<file path="src/rtl/ddr_pkg.sv">
// shared types and constants for the decimal digit reversal pipeline
`default_nettype none

package ddr_pkg;

   localparam int unsigned MAX_DIGITS = 10;
   localparam int unsigned VALUE_W    = 32;
   localparam int unsigned REV_W      = 35;
   localparam int unsigned COUNT_W    = 4;

   // fixed-point reciprocal of ten, exact for every 32-bit dividend with a shift of 35
   localparam logic [VALUE_W-1:0] RECIP10       = 32'hCCCC_CCCD;
   localparam int unsigned        RECIP10_SHIFT = 35;

   // input register, two registers per digit, output register
   localparam int unsigned LATENCY = 2 * MAX_DIGITS + 2;

   // one item in flight between digit stages
   typedef struct packed {
      logic                   valid;
      logic                   negative;
      logic [VALUE_W-1:0]     mag;
      logic [REV_W-1:0]       rev;
      logic [COUNT_W-1:0]     count;
   } lane_type;

endpackage

`default_nettype wire

</file>
<file path="src/rtl/ddr_digit_stage.sv">
// one decimal digit step: divide by ten, then fold the remainder into the reversed value
`default_nettype none

module ddr_digit_stage (
   input  wire logic              clock,
   input  wire logic              reset,
   input  wire ddr_pkg::lane_type lane_i,
   output ddr_pkg::lane_type      lane_o
);
   import ddr_pkg::*;

   localparam int unsigned PROD_W = 2 * VALUE_W;
   localparam int unsigned Q_W    = PROD_W - RECIP10_SHIFT;

   // first half: quotient by reciprocal multiply
   logic [PROD_W-1:0]  prod;
   lane_type           a_ff;
   logic [Q_W-1:0]     q_ff;
   logic [Q_W-1:0]     q_in;

   // second half: remainder, accumulate
   logic [VALUE_W-1:0] q_ext;
   logic [VALUE_W-1:0] q_times10;
   logic [VALUE_W-1:0] rem_full;
   logic [3:0]         digit;
   logic [REV_W-1:0]   rev_times10;
   lane_type           b_in;
   lane_type           b_ff;

   assign prod = {{VALUE_W{1'b0}}, lane_i.mag} * {{VALUE_W{1'b0}}, RECIP10};
   assign q_in = prod[PROD_W-1:RECIP10_SHIFT];

   always_ff @(posedge clock) begin
      if (reset) begin
         a_ff.valid <= 1'b0;
      end else begin
         a_ff <= lane_i;
      end
      q_ff <= q_in;
   end

   assign q_ext       = VALUE_W'(q_ff);
   assign q_times10   = (q_ext << 3) + (q_ext << 1);
   assign rem_full    = a_ff.mag - q_times10;
   assign digit       = rem_full[3:0];
   assign rev_times10 = (a_ff.rev << 3) + (a_ff.rev << 1);

   always_comb begin
      b_in = a_ff;
      // digits stop once the magnitude runs out
      if (a_ff.mag != '0) begin
         b_in.mag   = q_ext;
         b_in.rev   = rev_times10 + REV_W'(digit);
         b_in.count = a_ff.count + COUNT_W'(1);
      end
   end

   always_ff @(posedge clock) begin
      if (reset) begin
         b_ff.valid <= 1'b0;
      end else begin
         b_ff <= b_in;
      end
   end

   assign lane_o = b_ff;

endmodule

`default_nettype wire

</file>
<file path="config.mk">
export PLATFORM = sky130hd
export DESIGN_NAME = ddr_digit_stage
export DESIGN_NICKNAME = d
export VERILOG_FILES = /design/src/rtl/ddr_pkg.sv /design/src/rtl/ddr_digit_stage.sv
export SDC_FILE = /design/constraint.sdc
export NUM_CORES = 1
export LEC_CHECK = 0
export BUFFER_PORTS_ARGS = -buffer_cell sky130_fd_sc_hd__buf_2
export CORE_UTILIZATION = 35
export DETAILED_ROUTE_END_ITERATION = 10
export PLACE_DENSITY = 0.58
export SKIP_LAST_GASP = 1
export SLEW_MARGIN = 20
export SYNTH_ARGS = -nofsm -noshare
export SYNTH_HDL_FRONTEND = slang
export SYNTH_SLANG_ARGS = --single-unit
</file>
<file path="constraint.sdc">
create_clock -name clock -period 11.5 [get_ports clock]
set_clock_uncertainty 0.2 [all_clocks]
set_input_delay 2.3 -clock clock [delete_from_list [all_inputs] [get_ports clock]]
set_output_delay 2.3 -clock clock [all_outputs]
set_load 0.02 [all_outputs]
</file>
==> flow_metrics.env <==
export IMPL_status="finished, final reports clean"
export IMPL_drt_iter0_markers=913
export IMPL_overflow=0
export IMPL_worstSetupStartpointType="input port"
export IMPL_antenna_found_initial=1
export IMPL_final_common_cell="inv_1"
export IMPL_ant_nets=0
export IMPL_async_flop_share_pct=0
export IMPL_layout_min_cycle_time_ns=9.53
export IMPL_synth_cell_types=63
export IMPL_r2r_start="a_ff[41]"
export IMPL_place_gp_congestion=0.987
export IMPL_syn_mean_instance_area_sq_um=10.9
export IMPL_hold_buffers=0
export IMPL_synth_top_area_cell="fa_1"
export IMPL_cts_tree="yes"
export IMPL_coreArea_sq_mm=0.0687
export IMPL_worstSetupStartpoint="lane_i[51]"
export IMPL_path_clk_slew_ns=0.08
export IMPL_cts_buffers=17
export IMPL_post_drt_wl_per_cell_um=21.1
export IMPL_required_ns=11.68
export IMPL_cts_resized_gates=0
export IMPL_grt_pass1_wl_um=106000
export IMPL_chipHeight_um=266
export IMPL_crit_type="in2reg"
export IMPL_grt_pass1_vias=17458
export IMPL_synthFlopType="edfxtp_1"
export IMPL_final_cell_mix="inv_1, ha_1, fa_1, buf_2, edfxtp_1"
export IMPL_rsz0062_at_grt="no"
export IMPL_cts_setup_buffers=0
export IMPL_hpwl_um=60700
export IMPL_period_share_pct=82.9
export IMPL_tightest_slew_ns=0.831
export IMPL_vias=16131
export IMPL_postSynthCellCount=2231
export IMPL_hp_start="a_ff[71]"
export IMPL_std_cell_rows=96
export IMPL_drt_first_pass_iters=5
export IMPL_drc=0
export IMPL_max_freq_ghz=0.105
export IMPL_fin_ws_ns=1.97
export IMPL_dp_cells=3288
export IMPL_die_x_um=266
export IMPL_slew_headroom_pct=44.6
export IMPL_io_pins=148
export IMPL_yosys_warnings=0
export IMPL_maxCapViolCount=0
export IMPL_endpoint_kind="flip-flop"
export IMPL_root_buffer="clkbuf_16"
export IMPL_area_growth_pct=10.0
export IMPL_ys_ff_latch=175
export IMPL_clkSinkCount=175
export IMPL_drt_total_wl_um=70000
export IMPL_fillers=6818
export IMPL_grt_usage_pct=20.4
export IMPL_post_route_util_pct=39.0
export IMPL_setup_tns_final_ns=0
export IMPL_fin_nets=3256
export IMPL_clock_latency_ns=0.50
export IMPL_vias_per_cell=4.86
export IMPL_worstPathArrival_ns=9.71
export IMPL_setup_viol=0
export IMPL_holdCritPathClass="reg2reg"
export IMPL_die_area_sq_mm=0.0707
export IMPL_fin_cells=3321
export IMPL_htreeDepth=4
export IMPL_layout_drive_gt1_share_pct=9.00
export IMPL_maxSlewViolCount=0
export IMPL_area_sequential_sq_mm=0.00494
export IMPL_portBuffers=147
export IMPL_clock_path_buffers=2
export IMPL_synth_edf_count=144
export IMPL_synth_seq_area_share_pct=20.3
export IMPL_start_util_pct=35.5
export IMPL_synthTopCellsByArea="fa_1, ha_1, edfxtp_1"
export IMPL_grt_max_degree=86
export IMPL_hold_violations=0
export IMPL_multi_input_area_sq_mm=0.0173
export IMPL_synth_area_sq_mm=0.0244
export IMPL_path_max_fanout=6
export IMPL_place_ws_ns=1.51
export IMPL_synth_top_area_share_pct=32.0
-- cell families (layout without fill, tap and decap cells) --
logic type               after synthesis  after routing  share of synthesized area, %
AO/OA/AOI/OAI                        285            285                          7.39
XOR/XNOR                             115            115                          4.13
adder cells (fa/ha/maj)              805            805                          53.3
buffers and inverters                572            728                          8.82
flip-flops                           175            175                          20.3
multiplexers                          10             10                         0.462
other                                  1              4                        0.0154
AND/OR/NAND/NOR                      268            268                          5.57
-- flip-flops by register name, indices dropped and copies added, names as in the netlist --
register  cells
q_ff         29
lane_o       73
a_ff         73
-- stage by stage --
step	cell area, sq um	hold WS (ns)
3_3_place_gp	26200	0.205
5_1_grt	26800	0.264
2_1_floorplan	24400	0.200
3_5_place_dp	26200	0.225
4_1_cts	26800	0.244
6_report	26800	0.240
-- synth_stat cells, types with 9 or more instances --
cell,instances
inv_1,546
ha_1,416
fa_1,389
edfxtp_1,144
a21oi_1,87
nand2_1,78
o21ai_0,75
xor2_1,61
xnor2_1,54
a21o_1,49
nor2_1,45
nor2b_1,40
dfxtp_1,31
clkbuf_1,24
nand3_1,21
nand4_1,14
nor3_1,13
and2_1,10
mux2_2,10
nand2b_1,10
o211ai_1,9
-- final timing paths --
path,to,slack (ns),cells after the start
min reg2reg,lane_o[71],0.24,0
max,q_ff[24],1.97,25
max reg2reg,lane_o[36],6.35,18
min,lane_o[71],0.24,0
-- metal layers --
metal / track usage (%) / part of all wire [%] / up-vias
li1: - / - / 7495
met1: 28.5 / 47 / 8242
met2: 34.0 / 48 / 359
met3: 2.93 / 4.4 / 35
met4: 3.40 / 0.99 / 0
met5: 0 / 0 / -
-- layout make-up --
type                    count  share of cell area [%]
diodes                      1                 0.00933
inverters                 546                    7.66
flip-flops and latches    175                    18.4
clock buffers              17                    1.59
clock inverters            15                   0.639
multi-input cells        1486                    64.5
well taps                 931                    4.34
repair buffers            150                    2.83
-- critical path, stage by stage --
cell and delay [ns]:
buf_2 0.25, ha_1 0.49, inv_1 0.18, fa_1 0.56
inv_1 0.05, fa_1 0.54, inv_1 0.08, fa_1 0.50
inv_1 0.05, fa_1 0.55, fa_1 0.43, fa_1 0.51
fa_1 0.42, ha_1 0.36, a21o_1 0.21, a21o_1 0.18
a21o_1 0.17, a21o_1 0.19, a211oi_2 0.35, a31oi_2 0.21
o211ai_2 0.29, a21boi_2 0.15, o21ai_0 0.22, nand2_1 0.12
a311oi_1 0.31
Power is not shown: default switching activity piles up to over one toggle a cycle in this logic, so the estimate is an artifact.
